File: config.mk
export PLATFORM = sky130hd
export DESIGN_NAME = uvdh_bank
export DESIGN_NICKNAME = d
export VERILOG_FILES = /design/src/design/uvdh_pkg.sv /design/src/design/uvdh_bank.sv
export SDC_FILE = /design/constraint.sdc
export NUM_CORES = 1
export LEC_CHECK = 0
export BUFFER_PORTS_ARGS = -buffer_cell sky130_fd_sc_hd__buf_2
export CORE_ASPECT_RATIO = 1.5
export CORE_MARGIN = 4
export CORE_UTILIZATION = 30
export CTS_CLUSTER_DIAMETER = 50
export DETAILED_ROUTE_END_ITERATION = 6
export PLACE_DENSITY = 0.48
export SLEW_MARGIN = 20
export SYNTH_ARGS = -nofsm -noshare
export SYNTH_HDL_FRONTEND = slang
export SYNTH_SLANG_ARGS = --single-unit
File: constraint.sdc
create_clock -name clk_i -period 1 [get_ports clk_i]
set_input_delay 0 -clock clk_i [delete_from_list [all_inputs] [get_ports clk_i]]
set_output_delay 0 -clock clk_i [all_outputs]
set_load 0.1 [all_outputs]
File: src/design/uvdh_pkg.sv
// Shared types and constants for the U/V disparity histogram block.
// Depends on nothing; imported by every module of the block.
`default_nettype none

package uvdh_pkg;

  // Request kinds carried on the input stream's tuser
  typedef enum logic [1:0] {
    ReqAdd   = 2'd0,
    ReqReadU = 2'd1,
    ReqReadV = 2'd2,
    ReqClear = 2'd3
  } req_e;

  // Field widths fixed by the stream format
  localparam int unsigned ROW_W   = 10;
  localparam int unsigned COL_W   = 10;
  localparam int unsigned DISP_W  = 8;
  localparam int unsigned COUNT_W = 8;
  localparam int unsigned SPAN_W  = 9;

  localparam logic [COUNT_W-1:0] COUNT_MAX = '1;

endpackage

`default_nettype wire

File: src/design/uvdh_bank.sv
// One histogram store: synchronous RAM with a registered read port and
// write-to-read forwarding. Depends on uvdh_pkg for the count width.
`default_nettype none

module uvdh_bank import uvdh_pkg::*; #(
  parameter int unsigned DEPTH = 2
) (
  input  wire logic                       clk_i,
  input  wire logic                       rst_ni,
  input  wire logic                       rd_en_i,
  input  wire logic [$clog2(DEPTH)-1:0]   rd_addr_i,
  input  wire logic                       wr_en_i,
  input  wire logic [$clog2(DEPTH)-1:0]   wr_addr_i,
  input  wire logic [COUNT_W-1:0]         wr_data_i,
  output logic      [COUNT_W-1:0]         rd_data_o
);

  logic [COUNT_W-1:0] mem_q [DEPTH];
  logic [COUNT_W-1:0] mem_rdata_q;
  logic [COUNT_W-1:0] fwd_data_q;
  logic               fwd_hit_q;

  // Write port and registered read port
  always_ff @(posedge clk_i) begin
    if (wr_en_i) begin
      mem_q[wr_addr_i] <= wr_data_i;
    end
    if (rd_en_i) begin
      mem_rdata_q <= mem_q[rd_addr_i];
      fwd_data_q  <= wr_data_i;
    end
  end

  // Capture a write landing on the entry read in the same cycle
  always_ff @(posedge clk_i or negedge rst_ni) begin
    if (!rst_ni) begin
      fwd_hit_q <= 1'b0;
    end else if (rd_en_i) begin
      fwd_hit_q <= wr_en_i && (wr_addr_i == rd_addr_i);
    end
  end

  assign rd_data_o = fwd_hit_q ? fwd_data_q : mem_rdata_q;

endmodule

`default_nettype wire

# After elaboration in Yosys (flattened, before gate mapping)
# Memories as Yosys holds them, arrays and structs flattened. A register that Yosys moved wholly into a read port is not among the register bits.
# Cells that the tools add are included.
dict set report totals {
  word_cells 8
  in_bits 14
  regBits 9
  out_inout_bits 8
  mem_bits_rw 16
  memories 1
}
dict set report op_classes {
  n_reduce_logical 1
  muxes 3
  eq_ne 1
}
# name words width rd rd_clocked_by_memory_dff wr line_no
set mem_list {}
lappend mem_list {mem_q 2 8 1 1 1 uvdh_bank.sv:18} ;# logic [COUNT_W-1:0] mem_q [DEPTH];
# cell count
set op_table {}
lappend op_table {{8-bit 2-to-1 mux} 1}
lappend op_table {{1-bit 2-to-1 mux} 2}
lappend op_table {{1-bit == test} 1}
lappend op_table {{1-bit logical AND} 1}

# Longest topological paths before layout
# Gate-level depths: netlist of the first run.
dict set report depth {
  depth_word 2
  mapped_depth 3
  mapped_depth_nobuf 2
}

# Worst setup path after synthesis of the first run
# OpenSTA, ideal clock, no wires.
dict set report synth_timing {
  kind {register to output}
  from {register fwd_hit_q}
  to {output port rd_data_o[0]}
  n_path_buf 1
  setup_slack_ps 71
  required_time_ps 1000
  stages_incl_launch_ff 3
  arrival_time_ps 929
  path_cell_list {dfrtp_1 buf_6 mux2_4}
}
dict set report synth_via {
  elab_chain_len 1
}
# item line_no
set synth_rtl {}
lappend synth_rtl {{start, declared} uvdh_bank.sv:21} ;# logic fwd_hit_q;
lappend synth_rtl {{start signal, assigned} uvdh_bank.sv:39} ;# fwd_hit_q <= wr_en_i && (wr_addr_i == rd_addr_i);
lappend synth_rtl {{8-bit 2-to-1 mux} uvdh_bank.sv:43} ;# assign rd_data_o = fwd_hit_q ? fwd_data_q : mem_rdata_q;
lappend synth_rtl {{end, declared} uvdh_bank.sv:15} ;# output logic [COUNT_W-1:0] rd_data_o
# No other way between the ends.

# Worst setup path in the final report of the first run
dict set report layout_timing {
  from {register fwd_hit_q}
  to {output port rd_data_o[2]}
}
# Same word-level chain as after synthesis.

==> results of run 1 <==
## sequential cells by signal, summed over array words and instances, names as in the netlist
signal / count
mem_q: 16
fwd_hit_q: 1
mem_rdata_q: 8
fwd_data_q: 8
## report_power, final
part	total (µW)	internal [µW]	leakage [µW]	switching, µW
Sequential	1660	1630	0.000320	26.8
Combinational	772	335	0.000336	437
Clock	1160	734	0.0000528	423
Total	3590	2700	0.000709	887
## critical path, cell delays in order, from the launching register on
cell,delay [ns]
dfrtp_1,0.40
buf_6,0.15
mux2_4,0.31
buf_12,0.17
## worst paths after layout
path / endpoint / startpoint
worst max-delay path: rd_data_o[2] / fwd_hit_q
worst min-delay path: fwd_hit_q / rst_ni
worst max register to register: mem_rdata_q[0] / mem_q[0][0]
worst min register to register: mem_rdata_q[6] / mem_q[0][6]
max in group asynchronous: fwd_hit_q / rst_ni
min in group clk_i: fwd_hit_q / wr_addr_i
## cell usage after synthesis, drive strengths merged
cell    count  share of area [%]
dfrtp       1                1.9
xor2        1               0.68
nor2b       1               0.49
nand2       1               0.29
mux2       16                 19
and2        1               0.49
edfxtp     32                 75
inv         1               0.29
o22ai       1               0.49
buf         2                1.8
## routing by layer
metal  GRT usage [%]  routed length [µm]
met5               0                   0
met4            6.37                  52
met3            3.10                  82
met2            13.8                1070
met1            9.56                 797
## cell type report
| cell class | instances | area [µm²] | area share [%] |
|---|---|---|---|
| clock buffers | 6 | 72.6 | 4.02 |
| clock inverters | 2 | 33.8 | 1.87 |
| inverters | 1 | 3.75 | 0.208 |
| multi-input cells | 21 | 274 | 15.2 |
| flip-flops and latches | 33 | 986 | 54.6 |
| well taps | 45 | 56.3 | 3.12 |
| repair buffers | 35 | 379 | 21.0 |
## stage by stage
stage	instance area (µm²)	total power (µW)	hold WS, ns
floorplan	1280	2160	-0.296
global placement	1590	2420	-0.220
detailed placement	1590	2430	-0.222
CTS	1800	3650	0.0273
global route	1810	3730	0.0509
finish	1810	3590	0.0309
## cells by family (layout without fill, tap and decap cells)
logic type,after synthesis,count (layout),share of synthesized area (%)
AO/OA/AOI/OAI,1,1,0.488
XOR/XNOR,1,1,0.682
buffers and inverters,3,44,2.05
flip-flops,33,33,76.8
multiplexers,16,16,18.7
AND/OR/NAND/NOR,3,3,1.27
## repair_timing
action	in CTS	in global routing
hold endpoints to repair	26	0
hold buffers	10	0
setup endpoints to repair	8	16
resized for setup	2	2
pin swaps	0	0
==> results.json, run 1 <==
{
  "status": "finished with violations",
  "violations": "negative setup slack",
  "synth_nets": 71,
  "hold_viol": 0,
  "clock.fmax_ghz": 0.772,
  "finalSetupViolCount": 8,
  "clock_path_buffers": 2,
  "numCtsBuffers": 5,
  "gp_congestion": 0.709,
  "worstSetupStartpointType": "flip-flop",
  "core-area_um2": 4030,
  "start_util_pct": 31.9,
  "finalMaxSlewViolations": 0,
  "final.setup.tns_ns": -2.29,
  "wl_um": 2000,
  "num_antenna_cells": 0,
  "utilization_pct": 44.8,
  "antenna_left": 0,
  "yosysWarnings": 0,
  "p_per_area_nw_per_um2": 1990,
  "rsz0062_at_grt": "true",
  "synth.distinct_cells": 10,
  "die_width_um": 61.4,
  "slew_headroom_pct": 72.9,
  "nFillCells": 338,
  "grtUsageTotal_pct": 8.80,
  "layout.nets": 111,
  "drt_pass1_iterations": 2,
  "pre_cts_ws_ns": -0.0150,
  "grt-ovfl-total": 0,
  "finalNonFillerCells": 143,
  "layout-drive-gt1-share_pct": 49.0,
  "ir_worst_vdd_v": 0.00128,
  "vias": 615,
  "area_growth_pct": 40.6,
  "grt_pass1_wl_um": 3170,
  "h-tree-depth": 2,
  "r2r_cells": 1,
  "drt-initial-drc-count": 9,
  "grt_max_degree": 19,
  "portBuffers": 21,
  "r2r_slack_ns": 0.12,
  "cts_tree": "built",
  "clk_pin_slew_ns": 0.06,
  "antenna_found_initial": 0,
  "fin_crit_sh_pct": 129,
  "critPathMaxFanout": 5,
  "synth_area_um2": 1280,
  "cts_sinks": 33,
  "postCtsSetupRepairBufs": 0,
  "synthCells": 57,
  "mostFrequentLayoutCell": "edfxtp_1",
  "finalCriticalPeriod_ns": 1.29,
  "rows": 28,
  "grt_pass1_vias": 656,
  "cp.required_ns": 1.00,
  "place_inst": 125,
  "synth.avg_cell_area_um2": 22.5,
  "die_area_um2": 5410,
  "worstSkewPairLatency_ns": 0.27,
  "worst_hold_path_type": "input port to asynchronous set/reset pin",
  "hpwl_um": 1380,
  "endpoint_kind": "output pin",
  "fin_skew_ns": 0.00237,
  "ys_ff_latch": 33,
  "cts-root-buf": "clkbuf_8",
  "final_cell_mix": "edfxtp_1, mux2_4, buf_2",
  "drcViolationCount": 0,
  "arrival_ns": 1.29,
  "tightest_slew_ns": 0.406,
  "avgRoutedWirePerCell_um": 14.0,
  "ios": 22,
  "maxCapViolations": 0,
  "path_class": "flip-flop to output pin",
  "ys_seq_area_share_pct": 76.8,
  "leakage_uw": 0.000709,
  "fin_ws_ns": -0.295,
  "die_y_um": 88.1,
  "vias_per_cell": 4.30
}
Note: power is estimated with default switching activity, not from simulation.
==> run 2: changes to the inputs <==
--- a/config.mk
+++ b/config.mk
@@ -10,6 +10,7 @@
 export CORE_MARGIN = 4
-export CORE_UTILIZATION = 30
+export CORE_UTILIZATION = 53
 export CTS_CLUSTER_DIAMETER = 50
 export DETAILED_ROUTE_END_ITERATION = 6
-export PLACE_DENSITY = 0.48
+export MAX_ROUTING_LAYER = met4
+export PLACE_DENSITY = 0.76
 export SLEW_MARGIN = 20
--- a/constraint.sdc
+++ b/constraint.sdc
@@ -3,2 +3,2 @@
 set_output_delay 0 -clock clk_i [all_outputs]
-set_load 0.1 [all_outputs]
+set_load 0.005 [all_outputs]
==> run 2 against run 1 <==
Net effect: the run still ends with negative setup slack left; cell count down 13%; worst setup slack improved by 0.0073 ns; cell area shrank 8.2%; clock power fell by 42%; die area shrank 39%; first-iteration DRC count increased by 78%; maximum frequency grew 0.56%; global-route usage up 7.2 points; critical path depth did not move.
==> results.json, run 2 (synthesis gave the netlist of run 1 again) <==
{
  "multi_input_area_um2": 272,
  "postCtsSetupRepairBufs": 0,
  "cts-root-buf": "clkbuf_4",
  "slowest_delay_ns": 0.41,
  "hold_depth": 3,
  "largest_register": "mem_q",
  "cpMostUsedCell": "buf_6",
  "fin_crit_sh_pct": 129,
  "clock.fmax_ghz": 0.777,
  "num_antenna_cells": 0,
  "p_per_area_nw_per_um2": 1630,
  "holdWs_ns": 0.00637,
  "maxCapViolations": 0,
  "mostFrequentLayoutCell": "edfxtp_1",
  "die_y_um": 68.3,
  "grt-ovfl-total": 0,
  "violations": "negative setup slack",
  "status": "finished with violations",
  "core-area_um2": 2290,
  "finalCriticalPeriod_ns": 1.29,
  "rows": 21,
  "worstSkewPairLatency_ns": 0.32,
  "clk_pin_slew_ns": 0.08,
  "largest_reg_flops": 16,
  "tightest_slew_ns": 0.400,
  "die_width_um": 48.2,
  "worstSetupStartpointType": "flip-flop",
  "hold_viol": 0,
  "grt_pass1_vias": 687,
  "drt-initial-drc-count": 16,
  "top_regs": "mem_q: 16 flops, fwd_data_q: 8 flops, mem_rdata_q: 8 flops",
  "cts_sinks": 33,
  "r2r_cells": 1,
  "hp-start": "wr_addr_i",
  "hpwl_um": 1290,
  "final_cell_mix": "edfxtp_1, mux2_4, buf_2",
  "cts_tree": "built",
  "numCtsBuffers": 5,
  "r2r-start": "mem_q[0][2]",
  "h-tree-depth": 2,
  "grtUsageTotal_pct": 16.0,
  "clock_path_buffers": 2,
  "area_growth_pct": 29.0,
  "ir_worst_vdd_v": 0.00111,
  "drcViolationCount": 0,
  "gp_congestion": 0.668,
  "nFillCells": 140,
  "antenna_left": 0,
  "endpoint_kind": "output pin",
  "utilization_pct": 72.5,
  "slew_headroom_pct": 73.3,
  "reg2reg_to": "mem_rdata_q[2]",
  "finalSetupViolCount": 8,
  "r2r_slack_ns": 0.12,
  "fin_ws_ns": -0.287,
  "cp_top_family": "flip-flops",
  "layout.nets": 114,
  "drt_pass1_iterations": 4,
  "portBuffers": 21,
  "finalMaxSlewViolations": 0,
  "grt_max_degree": 19,
  "layout-drive-gt1-share_pct": 47.5,
  "place_inst": 105,
  "die_area_um2": 3290,
  "finalNonFillerCells": 124,
  "cp.required_ns": 1.00,
  "vias_per_cell": 5.09,
  "cp.depth": 3,
  "min_to": "fwd_hit_q",
  "cp_cell_sequence": "buf_6 > mux2_4 > buf_6",
  "worst_hold_path_type": "input port to flip-flop",
  "rsz0062_at_grt": "true",
  "wl_um": 1950,
  "path_class": "flip-flop to output pin",
  "critPathMaxFanout": 5,
  "arrival_ns": 1.29,
  "grt_pass1_wl_um": 3220,
  "start_util_pct": 56.2,
  "crit_buf_inv": 2,
  "fin_skew_ns": 0.00283,
  "ios": 22,
  "regArea_um2": 986,
  "vias": 631,
  "crit_slowest_cell": "dfrtp_1",
  "leakage_uw": 0.000665,
  "antenna_found_initial": 0,
  "avgRoutedWirePerCell_um": 15.7
}
==> run 2: worst max-delay path by stage <==
stage | start | to
after floorplan | mem_q[0][0] | mem_rdata_q[0]
after global placement | fwd_hit_q | rd_data_o[0]
after detailed placement | fwd_hit_q | rd_data_o[5]
after CTS | fwd_hit_q | rd_data_o[5]
after global routing | fwd_hit_q | rd_data_o[0]
final | fwd_hit_q | rd_data_o[0]
==> run 2: layer usage <==
layer | track usage [%] | vias to the layer above | share of wire [%]
li1 | - | 305 | -
met1 | 17.8 | 304 | 38
met2 | 24.2 | 18 | 55
met3 | 6.32 | 4 | 5.1
met4 | 8.08 | 0 | 2.2
met5 | - | - | 0
==> run 2: cell type report <==
type                    count  area share, %
repair buffers             38           19.2
inverters                   1          0.227
well taps                  23           1.74
flip-flops and latches     33           59.5
clock buffers               8           2.95
multi-input cells          21           16.4
==> run 2: timing repair <==
item | in CTS | in global routing
endpoints found under the hold margin | 26 | 0
hold buffers | 11 | 0
cloned | 0 | 0
endpoints found under the setup margin | 8 | 8
gates resized for setup | 8 | 2
==> run 2: per-stage QoR <==
step	setup slack [ns]	cell area, µm²	setup TNS, ns	total power, µW
floorplan	0.150	1280	0	1860
global route	-0.365	1660	-2.88	2860
global placement	0.0643	1440	0	1970
finish	-0.287	1660	-2.24	2710
CTS	-0.306	1640	-2.40	2720
detailed placement	0.0412	1440	0	1980
==> run 2: power by group <==
group	internal (µW)	total [µW]	leakage, µW	switching [µW]
registers	1630	1660	0.000320	30.6
logic	251	378	0.000318	127
clock network	280	668	0.0000265	388
total	2160	2710	0.000665	546
==> run 3: changes to the inputs <==
- ABC_CLOCK_PERIOD_IN_PS: unset -> 1000
- CORE_MARGIN: 4 -> 2
==> run 3 against run 2 <==
Net effect: the run still ends with negative setup slack left; hold slack improved by 0.020 ns; clock skew rose by 0.0016 ns; routed wire length decreased by 9.6%; register-to-register slack lost 0.03 ns; combinational power down 3%.
==> results.json, run 3 (synthesis gave the netlist of run 1 again) <==
{
  "finalCriticalPeriod_ns": 1.32,
  "status": "finished with violations",
  "place_area_um2": 1430,
  "gp_congestion": 0.672,
  "top_regs": "mem_q: 16 flops, fwd_data_q: 8 flops, mem_rdata_q: 8 flops",
  "rsz0062_at_grt": "true",
  "vias_per_cell": 5.03,
  "largest_reg_flops": 16,
  "final_cell_mix": "edfxtp_1, mux2_4, buf_2",
  "final.setup.tns_ns": -2.49,
  "antenna_found_initial": 0,
  "fin_ws_ns": -0.316,
  "grt-ovfl-total": 0,
  "finalSetupViolCount": 8,
  "critPathMaxFanout": 7,
  "clock.fmax_ghz": 0.760,
  "antenna_left": 0,
  "grt_max_degree": 19,
  "clk_pin_slew_ns": 0.09,
  "numCtsBuffers": 5,
  "die_y_um": 64.3,
  "arrival_ns": 1.32,
  "worstSkewPairLatency_ns": 0.32,
  "layout.nets": 114,
  "nFillCells": 144,
  "die_area_um2": 2840,
  "p_per_area_nw_per_um2": 1630,
  "area_growth_pct": 28.8,
  "ir_worst_vdd_v": 0.00117,
  "fin_crit_sh_pct": 132,
  "worst_hold_path_type": "input port to flip-flop",
  "hold_viol": 0,
  "mostFrequentLayoutCell": "edfxtp_1",
  "wl_um": 1760,
  "cts-root-buf": "clkbuf_4",
  "hpwl_um": 1150,
  "layout-drive-gt1-share_pct": 50.5,
  "cts_sinks": 33,
  "cts_tree": "built",
  "ios": 22,
  "die_width_um": 44.2,
  "largest_register": "mem_q",
  "drcViolationCount": 0,
  "utilization_pct": 73.1,
  "slew_headroom_pct": 74.0,
  "fin_skew_ns": 0.00446,
  "violations": "negative setup slack",
  "leakage_uw": 0.000666,
  "grt_pass1_wl_um": 2850,
  "core-area_um2": 2260,
  "drt_pass1_iterations": 4,
  "num_antenna_cells": 0,
  "rows": 21,
  "tightest_slew_ns": 0.390,
  "final_cell_area_um2": 1650,
  "clock_path_buffers": 2,
  "drt-initial-drc-count": 16,
  "cp.required_ns": 1.00,
  "grtUsageTotal_pct": 15.6,
  "endpoint_kind": "output pin",
  "portBuffers": 21,
  "p_total_uw": 2690,
  "avgRoutedWirePerCell_um": 14.2,
  "path_class": "flip-flop to output pin",
  "grt_pass1_vias": 600,
  "vias": 624,
  "worstSetupStartpointType": "flip-flop",
  "pre_cts_ws_ns": -0.119,
  "start_util_pct": 56.8,
  "finalMaxSlewViolations": 0,
  "maxCapViolations": 0,
  "h-tree-depth": 2
}
[run 3: cell types whose count changed in the layout (fill, tap and decap cells not counted), sizes merged]
cell	previous run	this run
clkbuf	8	6
clkinv	0	2
[run 3: worst max-delay path, stage by stage, from the launching register on]
cell and delay (ns):
dfrtp_2 0.43, buf_12 0.14, mux2_4 0.30, buf_6 0.11
[run 3: repair_timing]
item | 4_1_cts | 5_1_grt
cloned | 0 | 0
gates resized for setup | 2 | 5
hold buffers | 11 | 0
hold endpoints to repair | 26 | 0
pin swaps | 0 | 0
buffers inserted | 2 | 0
endpoints found under the setup margin | 9 | 8
[run 3: final cells by class]
| class | count | area (µm²) | area share, % |
|---|---|---|---|
| flip-flops and latches | 33 | 987 | 59.7 |
| repair buffers | 38 | 310 | 18.8 |
| multi-input cells | 21 | 272 | 16.4 |
| clock buffers | 6 | 41.3 | 2.50 |
| well taps | 23 | 28.8 | 1.74 |
| clock inverters | 2 | 10.0 | 0.606 |
| inverters | 1 | 3.75 | 0.227 |
[run 3: path summary, 6_finish.rpt]
path	from	endpoint	slack [ns]	cells after the start
min	wr_addr_i	fwd_hit_q	0.03	3
min in group asynchronous	rst_ni	fwd_hit_q	0.49	3
max in group asynchronous	rst_ni	fwd_hit_q	0.39	3
min reg2reg	mem_q[0][3]	mem_rdata_q[3]	0.55	1
max	fwd_hit_q	rd_data_o[3]	-0.32	3
max reg2reg	mem_q[0][7]	mem_rdata_q[7]	0.09	1
[run 3: where the power goes]
group / internal, µW / total [µW] / switching [µW]
Sequential: 1630 / 1660 / 30.5
Combinational: 245 / 365 / 120
Clock: 267 / 665 / 398
[run 3: per-stage QoR]
stage          cells  hold WS (ns)
2_1_floorplan     57        -0.296
3_3_place_gp     103        -0.224
3_5_place_dp     103        -0.221
4_1_cts          124        0.0110
5_1_grt          124        0.0598
6_report         124        0.0265
[run 3: per-layer routing]
| metal | track usage (%) | up-vias | part of all wire, % |
|---|---|---|---|
| met5 | - | - | 0 |
| met4 | 9.09 | 0 | 2.4 |
| met3 | 6.78 | 4 | 6.6 |
| met2 | 23.2 | 23 | 52 |
| met1 | 16.9 | 291 | 39 |
| li1 | - | 306 | - |
